<file path="src/rtl/unique_id_set_swap_remove_unit_defines.svh">
// ----------------------------------------------------------------------------
// Assertion macros for the unique id set unit
// Each macro builds a labeled concurrent assertion, or nothing in synthesis.
// ----------------------------------------------------------------------------
`ifndef UNIQUE_ID_SET_SWAP_REMOVE_UNIT_DEFINES_SVH
`define UNIQUE_ID_SET_SWAP_REMOVE_UNIT_DEFINES_SVH

`ifndef SYNTHESIS

// Same-cycle implication.
`define UISR_ASSERT_IMP(lbl, clk, rst_n, pre, post, msg) \
    lbl: assert property (@(posedge clk) disable iff (!rst_n) (pre) |-> (post)) \
        else $error(msg);

// Next-cycle implication.
`define UISR_ASSERT_NXT(lbl, clk, rst_n, pre, post, msg) \
    lbl: assert property (@(posedge clk) disable iff (!rst_n) (pre) |=> (post)) \
        else $error(msg);

`else

`define UISR_ASSERT_IMP(lbl, clk, rst_n, pre, post, msg)
`define UISR_ASSERT_NXT(lbl, clk, rst_n, pre, post, msg)

`endif

`endif

</file>
<file path="src/rtl/uisr_pkg.sv">
// ----------------------------------------------------------------------------
// uisr_pkg
// Types, codes and defaults shared by the unique id set unit.
// ----------------------------------------------------------------------------
package uisr_pkg;

    localparam int          UISR_DEPTH      = 64;
    localparam logic [31:0] UISR_INVALID_ID = 32'd0;
    localparam logic [6:0]  UISR_CAP_RESET  = 7'd64;

    localparam logic [1:0] ACT_ADD    = 2'd0;
    localparam logic [1:0] ACT_REMOVE = 2'd1;
    localparam logic [1:0] ACT_CLEAR  = 2'd2;

    localparam logic [2:0] ST_DONE      = 3'd0;
    localparam logic [2:0] ST_FULL      = 3'd1;
    localparam logic [2:0] ST_PRESENT   = 3'd2;
    localparam logic [2:0] ST_NOT_FOUND = 3'd3;
    localparam logic [2:0] ST_INVALID   = 3'd4;

    typedef struct packed {
        logic [1:0]  action;
        logic [31:0] id;
    } op_t;

    typedef struct packed {
        logic [2:0] status;
        logic [6:0] count_after;
    } res_t;

    // Controller to datapath
    typedef struct packed {
        logic       op_load;
        logic       scan_start;
        logic       scan_step;
        logic       append;
        logic       move_rd;
        logic       move_wr;
        logic       clear;
        logic       out_load;
        logic [2:0] status;
    } ctl_cmd_t;

    // Datapath to controller
    typedef struct packed {
        logic [1:0] action;
        logic       is_invalid;
        logic       is_full;
        logic       hit;
        logic       exhausted;
        logic       out_free;
    } dp_stat_t;

endpackage

</file>
<file path="src/rtl/uisr_ctrl.sv">
// ----------------------------------------------------------------------------
// uisr_ctrl
// Sequencer for add, remove and clear: check, scan, update, report.
// ----------------------------------------------------------------------------
module uisr_ctrl
    import uisr_pkg::*;
(
    input  logic     clk,
    input  logic     rst_n,
    input  logic     op_valid,
    output logic     op_stall,
    input  dp_stat_t stat,
    output ctl_cmd_t cmd
);

    typedef enum logic [2:0] {
        S_IDLE,
        S_CHECK,
        S_SCAN,
        S_APPEND,
        S_MOVE_RD,
        S_MOVE_WR,
        S_FINISH
    } state_t;

    state_t     state_reg, state_next;
    logic [2:0] status_reg, status_next;

    always_comb
    begin
        state_next  = state_reg;
        status_next = status_reg;
        cmd         = '0;
        cmd.status  = status_reg;
        unique case (state_reg)
            S_IDLE:
            begin
                if (op_valid)
                begin
                    cmd.op_load = 1'b1;
                    state_next  = S_CHECK;
                end
            end
            S_CHECK:
            begin
                state_next  = S_FINISH;
                status_next = ST_DONE;
                unique case (stat.action)
                    ACT_ADD:
                    begin
                        if (stat.is_invalid)
                            status_next = ST_INVALID;
                        else if (stat.is_full)
                            status_next = ST_FULL;
                        else
                        begin
                            cmd.scan_start = 1'b1;
                            state_next     = S_SCAN;
                        end
                    end
                    ACT_REMOVE:
                    begin
                        if (stat.is_invalid)
                            status_next = ST_INVALID;
                        else
                        begin
                            cmd.scan_start = 1'b1;
                            state_next     = S_SCAN;
                        end
                    end
                    ACT_CLEAR:
                        cmd.clear = 1'b1;
                    default:
                        status_next = ST_DONE;
                endcase
            end
            S_SCAN:
            begin
                // Hold the matching slot once found
                cmd.scan_step = !stat.hit;
                if (stat.hit)
                begin
                    if (stat.action == ACT_ADD)
                    begin
                        status_next = ST_PRESENT;
                        state_next  = S_FINISH;
                    end
                    else
                        state_next = S_MOVE_RD;
                end
                else if (stat.exhausted)
                begin
                    if (stat.action == ACT_ADD)
                        state_next = S_APPEND;
                    else
                    begin
                        status_next = ST_NOT_FOUND;
                        state_next  = S_FINISH;
                    end
                end
            end
            S_APPEND:
            begin
                cmd.append  = 1'b1;
                status_next = ST_DONE;
                state_next  = S_FINISH;
            end
            S_MOVE_RD:
            begin
                cmd.move_rd = 1'b1;
                state_next  = S_MOVE_WR;
            end
            S_MOVE_WR:
            begin
                cmd.move_wr = 1'b1;
                status_next = ST_DONE;
                state_next  = S_FINISH;
            end
            S_FINISH:
            begin
                if (stat.out_free)
                begin
                    cmd.out_load = 1'b1;
                    state_next   = S_IDLE;
                end
            end
            default:
                state_next = S_IDLE;
        endcase
    end

    always_ff @(posedge clk or negedge rst_n)
    begin
        if (!rst_n)
        begin
            state_reg  <= S_IDLE;
            status_reg <= ST_DONE;
        end
        else
        begin
            state_reg  <= state_next;
            status_reg <= status_next;
        end
    end

    assign op_stall = (state_reg != S_IDLE);

endmodule

</file>
<file path="src/rtl/uisr_dpath.sv">
// ----------------------------------------------------------------------------
// uisr_dpath
// Entry table, count, capacity register, scan pointer and result register.
// ----------------------------------------------------------------------------
`include "unique_id_set_swap_remove_unit_defines.svh"

module uisr_dpath
    import uisr_pkg::*;
#(
    parameter int          DEPTH      = UISR_DEPTH,
    parameter logic [31:0] INVALID_ID = UISR_INVALID_ID
)
(
    input  logic       clk,
    input  logic       rst_n,
    input  op_t        op,
    input  logic       cap_we,
    input  logic [6:0] cap_wdata,
    input  logic       res_stall,
    output logic       res_valid,
    output res_t       res,
    input  ctl_cmd_t   cmd,
    output dp_stat_t   stat
);

    localparam int CNT_W = $clog2(DEPTH + 1);
    localparam int IDX_W = (DEPTH > 1) ? $clog2(DEPTH) : 1;
    localparam int CMP_W = (CNT_W > 7) ? CNT_W : 7;

    logic [31:0]      mem [DEPTH];

    op_t              op_reg;
    logic [CNT_W-1:0] count_reg, count_next;
    logic [6:0]       cap_reg;
    logic [CNT_W-1:0] issue_reg;
    logic             pend_reg;
    logic [IDX_W-1:0] cmp_idx_reg;
    logic [31:0]      rd_data_reg;
    logic             res_valid_reg;
    res_t             res_reg;

    logic             can_issue;
    logic             issue_now;
    logic             mem_we;
    logic             mem_re;
    logic [IDX_W-1:0] wr_addr;
    logic [IDX_W-1:0] rd_addr;
    logic [31:0]      wr_data;
    logic [CNT_W-1:0] last_cnt;
    logic [CMP_W-1:0] cap_ext;
    logic [CMP_W-1:0] depth_c;
    logic [CMP_W-1:0] eff_cap;

    assign can_issue = (issue_reg < count_reg);
    assign issue_now = cmd.scan_step && can_issue;
    assign last_cnt  = count_reg - CNT_W'(1);

    assign mem_we  = cmd.append || cmd.move_wr;
    assign mem_re  = cmd.move_rd || issue_now;
    assign wr_addr = cmd.append ? count_reg[IDX_W-1:0] : cmp_idx_reg;
    assign wr_data = cmd.append ? op_reg.id : rd_data_reg;
    assign rd_addr = cmd.move_rd ? last_cnt[IDX_W-1:0] : issue_reg[IDX_W-1:0];

    // Capacity above the table size is clipped to the table size
    assign cap_ext = CMP_W'(cap_reg);
    assign depth_c = CMP_W'(DEPTH);
    assign eff_cap = (cap_ext < depth_c) ? cap_ext : depth_c;

    always_comb
    begin
        stat.action     = op_reg.action;
        stat.is_invalid = (op_reg.id == INVALID_ID);
        stat.is_full    = (CMP_W'(count_reg) >= eff_cap);
        stat.hit        = pend_reg && (rd_data_reg == op_reg.id);
        stat.exhausted  = !pend_reg && !can_issue;
        stat.out_free   = !res_valid_reg || !res_stall;
    end

    always_comb
    begin
        priority if (cmd.clear)
            count_next = '0;
        else if (cmd.append)
            count_next = count_reg + CNT_W'(1);
        else if (cmd.move_wr)
            count_next = last_cnt;
        else
            count_next = count_reg;
    end

    always_ff @(posedge clk)
    begin
        if (mem_we)
            mem[wr_addr] <= wr_data;
        if (mem_re)
            rd_data_reg <= mem[rd_addr];
    end

    always_ff @(posedge clk)
    begin
        if (cmd.op_load)
            op_reg <= op;
        if (issue_now)
            cmp_idx_reg <= issue_reg[IDX_W-1:0];
        if (cmd.out_load)
        begin
            res_reg.status      <= cmd.status;
            res_reg.count_after <= 7'(count_reg);
        end
    end

    always_ff @(posedge clk or negedge rst_n)
    begin
        if (!rst_n)
        begin
            count_reg     <= '0;
            cap_reg       <= UISR_CAP_RESET;
            issue_reg     <= '0;
            pend_reg      <= 1'b0;
            res_valid_reg <= 1'b0;
        end
        else
        begin
            count_reg <= count_next;
            if (cap_we)
                cap_reg <= cap_wdata;
            if (cmd.scan_start)
            begin
                issue_reg <= '0;
                pend_reg  <= 1'b0;
            end
            else if (cmd.scan_step)
            begin
                pend_reg <= can_issue;
                if (can_issue)
                    issue_reg <= issue_reg + CNT_W'(1);
            end
            if (cmd.out_load)
                res_valid_reg <= 1'b1;
            else if (!res_stall)
                res_valid_reg <= 1'b0;
        end
    end

    assign res_valid = res_valid_reg;
    assign res       = res_reg;

    `UISR_ASSERT_NXT(a_append_grows, clk, rst_n, cmd.append, count_reg == $past(count_reg) + CNT_W'(1), "append did not grow the count")
    `UISR_ASSERT_NXT(a_remove_shrinks, clk, rst_n, cmd.move_wr, count_reg == $past(count_reg) - CNT_W'(1), "remove did not shrink the count")
    `UISR_ASSERT_IMP(a_load_free, clk, rst_n, cmd.out_load, !res_valid_reg || !res_stall, "result overwritten while stalled")
    `UISR_ASSERT_IMP(a_append_room, clk, rst_n, cmd.append, CMP_W'(count_reg) < eff_cap, "append beyond capacity")

endmodule

</file>
<file path="src/rtl/unique_id_set_swap_remove_unit.sv">
// ----------------------------------------------------------------------------
// unique_id_set_swap_remove_unit
// Set of distinct nonzero ids in a packed table with swap-with-last removal.
//
//   Channel  Direction  Handshake           Payload
//   op       in         op_valid/op_stall   op_t  {action, id}
//   res      out        res_valid/res_stall res_t {status, count_after}
//   cap      in         cap_we              cap_wdata (capacity_in_use)
//
// Add and remove scan the table one entry a cycle through a single read port
// and stop early on a match; an add then appends, a remove reads the last entry
// and writes it into the freed slot. Clear and rejected ops skip the scan.
// A new op is taken once the previous one is handed to the result register.
// Reset clears count and sets capacity to 64; the table needs no clearing.
// A stalled result holds; the sequencer waits in its last step until free.
// ----------------------------------------------------------------------------
module unique_id_set_swap_remove_unit
    import uisr_pkg::*;
#(
    parameter int          DEPTH      = UISR_DEPTH,
    parameter logic [31:0] INVALID_ID = UISR_INVALID_ID
)
(
    input  logic       clk,
    input  logic       rst_n,
    input  logic       op_valid,
    output logic       op_stall,
    input  op_t        op,
    output logic       res_valid,
    input  logic       res_stall,
    output res_t       res,
    input  logic       cap_we,
    input  logic [6:0] cap_wdata
);

    ctl_cmd_t cmd;
    dp_stat_t stat;

    uisr_ctrl u_ctrl (
        .clk      (clk),
        .rst_n    (rst_n),
        .op_valid (op_valid),
        .op_stall (op_stall),
        .stat     (stat),
        .cmd      (cmd)
    );

    uisr_dpath #(
        .DEPTH      (DEPTH),
        .INVALID_ID (INVALID_ID)
    ) u_dpath (
        .clk       (clk),
        .rst_n     (rst_n),
        .op        (op),
        .cap_we    (cap_we),
        .cap_wdata (cap_wdata),
        .res_stall (res_stall),
        .res_valid (res_valid),
        .res       (res),
        .cmd       (cmd),
        .stat      (stat)
    );

endmodule
</file>
<file path="config.mk">
export PLATFORM = sky130hd
export DESIGN_NAME = unique_id_set_swap_remove_unit
export DESIGN_NICKNAME = d
export VERILOG_FILES = /design/src/rtl/uisr_pkg.sv /design/src/rtl/uisr_ctrl.sv /design/src/rtl/uisr_dpath.sv /design/src/rtl/unique_id_set_swap_remove_unit.sv
export VERILOG_INCLUDE_DIRS = /design/src /design/src/rtl
export SDC_FILE = /design/constraint.sdc
export NUM_CORES = 2
export LEC_CHECK = 0
export BUFFER_PORTS_ARGS = -buffer_cell sky130_fd_sc_hd__buf_2
export CELL_PAD_IN_SITES_DETAIL_PLACEMENT = 1
export CELL_PAD_IN_SITES_GLOBAL_PLACEMENT = 1
export CORE_MARGIN = 2
export CORE_UTILIZATION = 55
export CTS_CLUSTER_DIAMETER = 30
export DETAILED_ROUTE_END_ITERATION = 10
export HOLD_SLACK_MARGIN = 0.02
export PLACE_DENSITY_LB_ADDON = 0.1
export SYNTH_ARGS = -nofsm -noshare
export SYNTH_HDL_FRONTEND = slang
export SYNTH_SLANG_ARGS = --single-unit
export TNS_END_PERCENT = 10
</file>
<file path="constraint.sdc">
create_clock -name clk -period 10.83 [get_ports clk]
set_input_delay 2.166 -clock clk [delete_from_list [all_inputs] [get_ports clk]]
set_output_delay 2.166 -clock clk [all_outputs]
set_load 0.005 [all_outputs]
</file>
# Word level (Yosys, flattened, before mapping)
# Memories as Yosys holds them, arrays and structs flattened. A register that Yosys moved wholly into a read port is not among the register bits.
# Index checks and enable logic that the tools add are counted.
[totals]
regBits = 79
ram_bits = 2048
input_bits = 46
output_inout_bits = 12
word_cells = 108
memories = 1
[memory_table]
columns = ["memory", "depth", "width", "rd", "rd_clocked_by_memory_dff", "write_ports", "line_no", "source"]
rows = [
  ["u_dpath.mem", 64, 32, 1, 1, 1, "uisr_dpath.sv:30", "logic [31:0] mem [DEPTH];"],
]
[classes]
add_sub_neg = 3
n_lt_le_gt_ge = 3
eq_ne = 15
n_mux = 51
reduce_logical = 23
[op_table]
columns = ["cell", "count"]
rows = [
  ["$mux 7", 7],
  ["$mux 3", 14],
  ["$eq 32x32->1", 1],
  ["$logic_not 32->1", 1],
  ["$mux 32", 1],
  ["$mux 1", 21],
  ["$pmux 3 s6", 1],
  ["$add 7x1->7 const B", 2],
  ["$mux 6", 2],
  ["$pmux 3 s2", 2],
  ["$eq 3x3->1 const B", 3],
  ["$pmux 3 s3", 1],
  ["$reduce_bool 3->1", 3],
  ["$ge 7x7->1", 1],
  ["$lt 7x7->1", 1],
  ["$lt 7x7->1 const B", 1],
  ["$sub 7x1->7 const B", 1],
  ["$eq 3x2->1 const B", 2],
  ["$ne 3x2->1 const B", 2],
  ["$logic_not 1->1", 5],
  ["$ne 2x2->1 const B", 2],
  ["$reduce_and 4->1", 1],
  ["$reduce_bool 2->1", 2],
  ["$eq 3x1->1 const B", 1],
  ["13 further kinds", 17],
]

# Depth between registers and ports, before layout
[depth]
depth_word = 9
ltp_mapped = 14

# Hierarchy
# Synthesis repeated with hierarchy kept, for this count alone.
[hier_totals]
cells_unflattened = 7368
area_unflattened_um2 = 94097.7
[by_module_without_submodules]
columns = ["module", "n_inst", "cells_each", "area_per_inst_um2", "seq_area_each_um2"]
rows = [
  ["uisr_dpath", 1, 7310, 93634.8, 64538.1],
  ["uisr_ctrl", 1, 58, 462.9, 150.1],
]

# Worst setup path after synthesis
# Ideal clock, no wire load.
[synth_path]
path_type = "input to register"
startpoint = "input port op_valid"
endpoint = "register u_dpath.op_reg[0] (netlist bit), enable pin"
setup_ps = 425
t_arrival_ps = 3648
path_slack_ps = 6757
path_stages = 2
n_path_buf = 0
cell_sequence = "inv_1 nor2_1"
[synth_rtl]
columns = ["element", "line_no", "source"]
rows = [
  ["start: declaration", "unique_id_set_swap_remove_unit.sv:26", "input logic op_valid,"],
  ["end signal: assignment", "uisr_dpath.sv:102", "op_reg <= op;"],
  ["end: declaration", "uisr_dpath.sv:32", "op_t op_reg;"],
]

# Worst setup path in the final report
[layout_path]
startpoint = "register u_dpath.count_reg[1]"
endpoint = "register u_dpath.rd_data_reg[10] (read register of u_dpath.mem) (data pin)"
[layout_via]
elab_chain_cells = 3
[layout_rtl]
columns = ["element", "line_no", "source"]
rows = [
  ["start: declaration", "uisr_dpath.sv:33", "logic [CNT_W-1:0] count_reg, count_next;"],
  ["start signal: assignment", "uisr_dpath.sv:124", "count_reg <= count_next;"],
  ["$lt 7x7->1", "uisr_dpath.sv:54", "assign can_issue = (issue_reg < count_reg);"],
  ["$logic_and 1x1->1", "uisr_dpath.sv:55", "assign issue_now = cmd.scan_step && can_issue;"],
  ["$logic_or 1x1->1", "uisr_dpath.sv:59", "assign mem_re = cmd.move_rd || issue_now;"],
  ["end: declaration", "uisr_dpath.sv:38", "logic [31:0] rd_data_reg;"],
]
# Several ways; a longest one is shown, not always the timed one.
# A chain may end at the register's enable or synchronous reset.

==> reports/metrics.yaml <==
slew_headroom: 0.0525
crit_path_frequent_cell: "buf_4"
post-route-min-period_ps: 5190
die_width_um: 401
vias: 54600
drt_iter0_markers: 6595
synth_edf_count: 2130
io_buffers: 57
die_h_um: 401
largest_reg_flops: 2048
insertion_delay_ps: 990
layout-drive-gt1-share: 0.177
routed_wl_um: 290000
syn_to_final_growth_pct: 21.9
clkSinkCount: 2159
hold_violations: 0
ys_warn_count: 0
grt_pass1_wl_um: 417000
critPathTopFamily: "buffers and inverters"
yosysUniqueCellTypes: 68
root_buffer: "clkbuf_16"
period_share: 0.480
synth_top_flop_cell: "edfxtp_1"
rows: 145
syn_area_um2: 86600
min-delay-path-class: "flip-flop to flip-flop"
vdd_drop_max_mv: 0.312
finalNonFillerCells: 8315
cts_resized: 0
core_area_um2: 156000
dp_hpwl_um: 144000
cp_slowest_stage_delay_ps: 770
synth_seq_area_share: 0.747
boundaryPins: 58
dp_cells: 7481
synth_nets: 5595
postPlaceCellArea_um2: 90000
yosys_register_bits: 2159
cellPowerDensity_nw_per_um2: 361
post_cts_buffers: 0
initial_core_util: 0.554
ctsLongestPathBuffers: 4
grt_usage: 0.359
cts_hold_buf: 0
final_cell_area_um2: 106000
critPathSlowestCell: "nor3_1"
crit_path_max_fanout: 56
tns_ps: 0
htreeDepth: 5
clkTransAtPathRegs_ps: 50
rsz0062_at_grt: "no"
drc_errors: 0
worst_slew_pin_slew_ps: 1410
fin_ws_ps: 5640
drv_cap: 0
reg2reg_slack_ps: 5640
max_freq_mhz: 193
gp_congestion: 0.890
grt_max_degree: 136
cts_tree: "done"
p_leak_uw: 0.0381
final_nets: 5945
first_pass_iters: 6
drv_slew: 0
worstPathCellList: "inv_1 > ha_1 > nand4bb_1 > o21ai_4 > buf_4 > buf_4 > buf_4 > mux2i_1 > o21ai_0 > nor3_1 > a211o_1"
grt_pass1_vias: 58500
ant_nets: 0
setup-violations-final: 0
die_area_um2: 161000
critPathArrivalTime_ps: 6020
dp_worst_setup_slack_ps: 5810
overflow: 0
syn_inst: 5533
diodes: 0
end_kind: "flip-flop"
vias_per_cell: 6.57
numCtsBuffers: 457
clock_skew_ps: 74.4
critPathBufInv: 4
antenna_found_initial: 3
outcome: "finished clean"
p_total_uw: 38100
critical_path_class: "flip-flop to flip-flop"
cp.required_ps: 11660
wl_per_cell_um: 34.9
crit_path_start_kind: "flip-flop"
avgSynthCellArea_um2: 15.7
async_reset_ff_frac: 0.0134
[logic make-up (layout without fill, tap and decap cells)]
group,after synthesis,in the layout,synth area share
AOI/OAI and AO/OA,537,537,0.0395
xor gates and xnor gates,40,40,0.00404
adders and majority gates,16,16,0.00231
buffers and inverters,339,1063,0.0182
DFF,2159,2159,0.747
muxes,968,968,0.115
and+or+nand+nor,1474,1474,0.0738
[layer usage]
metal	global-route usage	wire (um)	part of all wire
met1	0.461	109000	0.37
met3	0.0850	27300	0.094
met2	0.578	139000	0.48
met4	0.176	14800	0.051
met5	0	13	0.000045
[cell usage in the layout, fill, tap and decap left out, drive strengths merged, types with 45 or more instances in the layout]
cell and instances:
o21ai 83, o22ai 102, a21oi 167, bufinv 73, mux2i 917, nand3 334, inv 45, clkinv 170
buf 204, nand2 844, edfxtp 2130, nor2 133, clkbuf 503, clkinvlp 68
[stage by stage]
stage	hold WS [ps]	util
after floorplan	425	-
after global placement	440	0.575
after detailed placement	445	0.575
after CTS	448	0.675
after global routing	463	0.675
final	447	0.675
[synth_stat cells (3+ instances only)]
cell	instances	share of area
or4_1	17	0.0015
and3_1	12	0.00087
a21o_1	6	0.00052
nand2_1	844	0.037
buf_6	3	0.00039
a221o_1	6	0.00069
o22ai_1	102	0.0074
o31ai_1	10	0.00087
a31oi_1	19	0.0014
nor3_1	39	0.0023
buf_2	142	0.0082
nand3_1	334	0.019
o221ai_1	22	0.0022
o31a_1	7	0.00071
buf_1	39	0.0017
nor2_1	133	0.0058
mux2i_1	917	0.11
xor2_1	8	0.00081
xnor2_1	32	0.0032
dfrtp_1	28	0.0081
mux2_2	29	0.0038
buf_4	27	0.0023
a211oi_1	14	0.0012
nand4_1	19	0.0014
nand4b_1	3	0.00030
a32oi_1	7	0.00071
o211ai_1	29	0.0025
inv_1	26	0.0011
a311oi_1	8	0.00081
nor4_1	26	0.0019
edfxtp_1	2130	0.74
mux4_2	22	0.0057
a21oi_1	167	0.0096
o21ai_0	77	0.0044
or3_1	14	0.0010
and2_1	7	0.00051
nand2b_1	5	0.00036
nor2b_1	6	0.00043
a211o_1	21	0.0021
a32o_1	3	0.00035
o21ai_2	5	0.00051
clkbuf_1	102	0.0044
o32ai_1	17	0.0017
ha_1	16	0.0023
[where the power goes]
| group | internal [uW] | switching (uW) |
|---|---|---|
| Clock | 9550 | 4640 |
| Sequential | 11200 | 302 |
| Combinational | 3430 | 8960 |
| Total | 24200 | 13900 |
[layout make-up]
cell class | count | area (um2)
clock buffers | 503 | 11800
repair buffers | 204 | 1580
multi-input cells | 3035 | 21100
flip-flops and latches | 2159 | 64700
inverters | 26 | 97.6
well taps | 2058 | 2570
fillers | 13400 | 50800
clock inverters | 330 | 3790
[worst paths after layout]
kind                                             startpoint                                 to  cells after the start
min in group asynchronous                             rst_n     u_dpath.cap_ext[2]$_DFFE_PN0P_                      1
max                        u_dpath.count_reg[1]$_DFFE_PN0P_  u_dpath.rd_data_reg[10]$_DFFE_PP_                     11
min                        u_ctrl.status_reg[2]$_DFFE_PN0P_           u_dpath.res[9]$_DFFE_PP_                      0
max reg2reg                u_dpath.count_reg[1]$_DFFE_PN0P_  u_dpath.rd_data_reg[10]$_DFFE_PP_                     11
max in group asynchronous                             rst_n       u_dpath.pend_reg$_DFFE_PN0P_                      1
min reg2reg                u_ctrl.status_reg[2]$_DFFE_PN0P_           u_dpath.res[9]$_DFFE_PP_                      0
[worst reg2reg max path, delay by kind of cell, from the launching register on]
| family | cells | cell delay [ps] |
|---|---|---|
| buf+inv | 4 | 2260 |
| fa+ha+maj | 1 | 400 |
| flops | 1 | 680 |
| compound gates | 3 | 430 |
| mux | 1 | 350 |
| simple gates | 2 | 1000 |
Note: power is estimated with default switching activity, not from simulation.
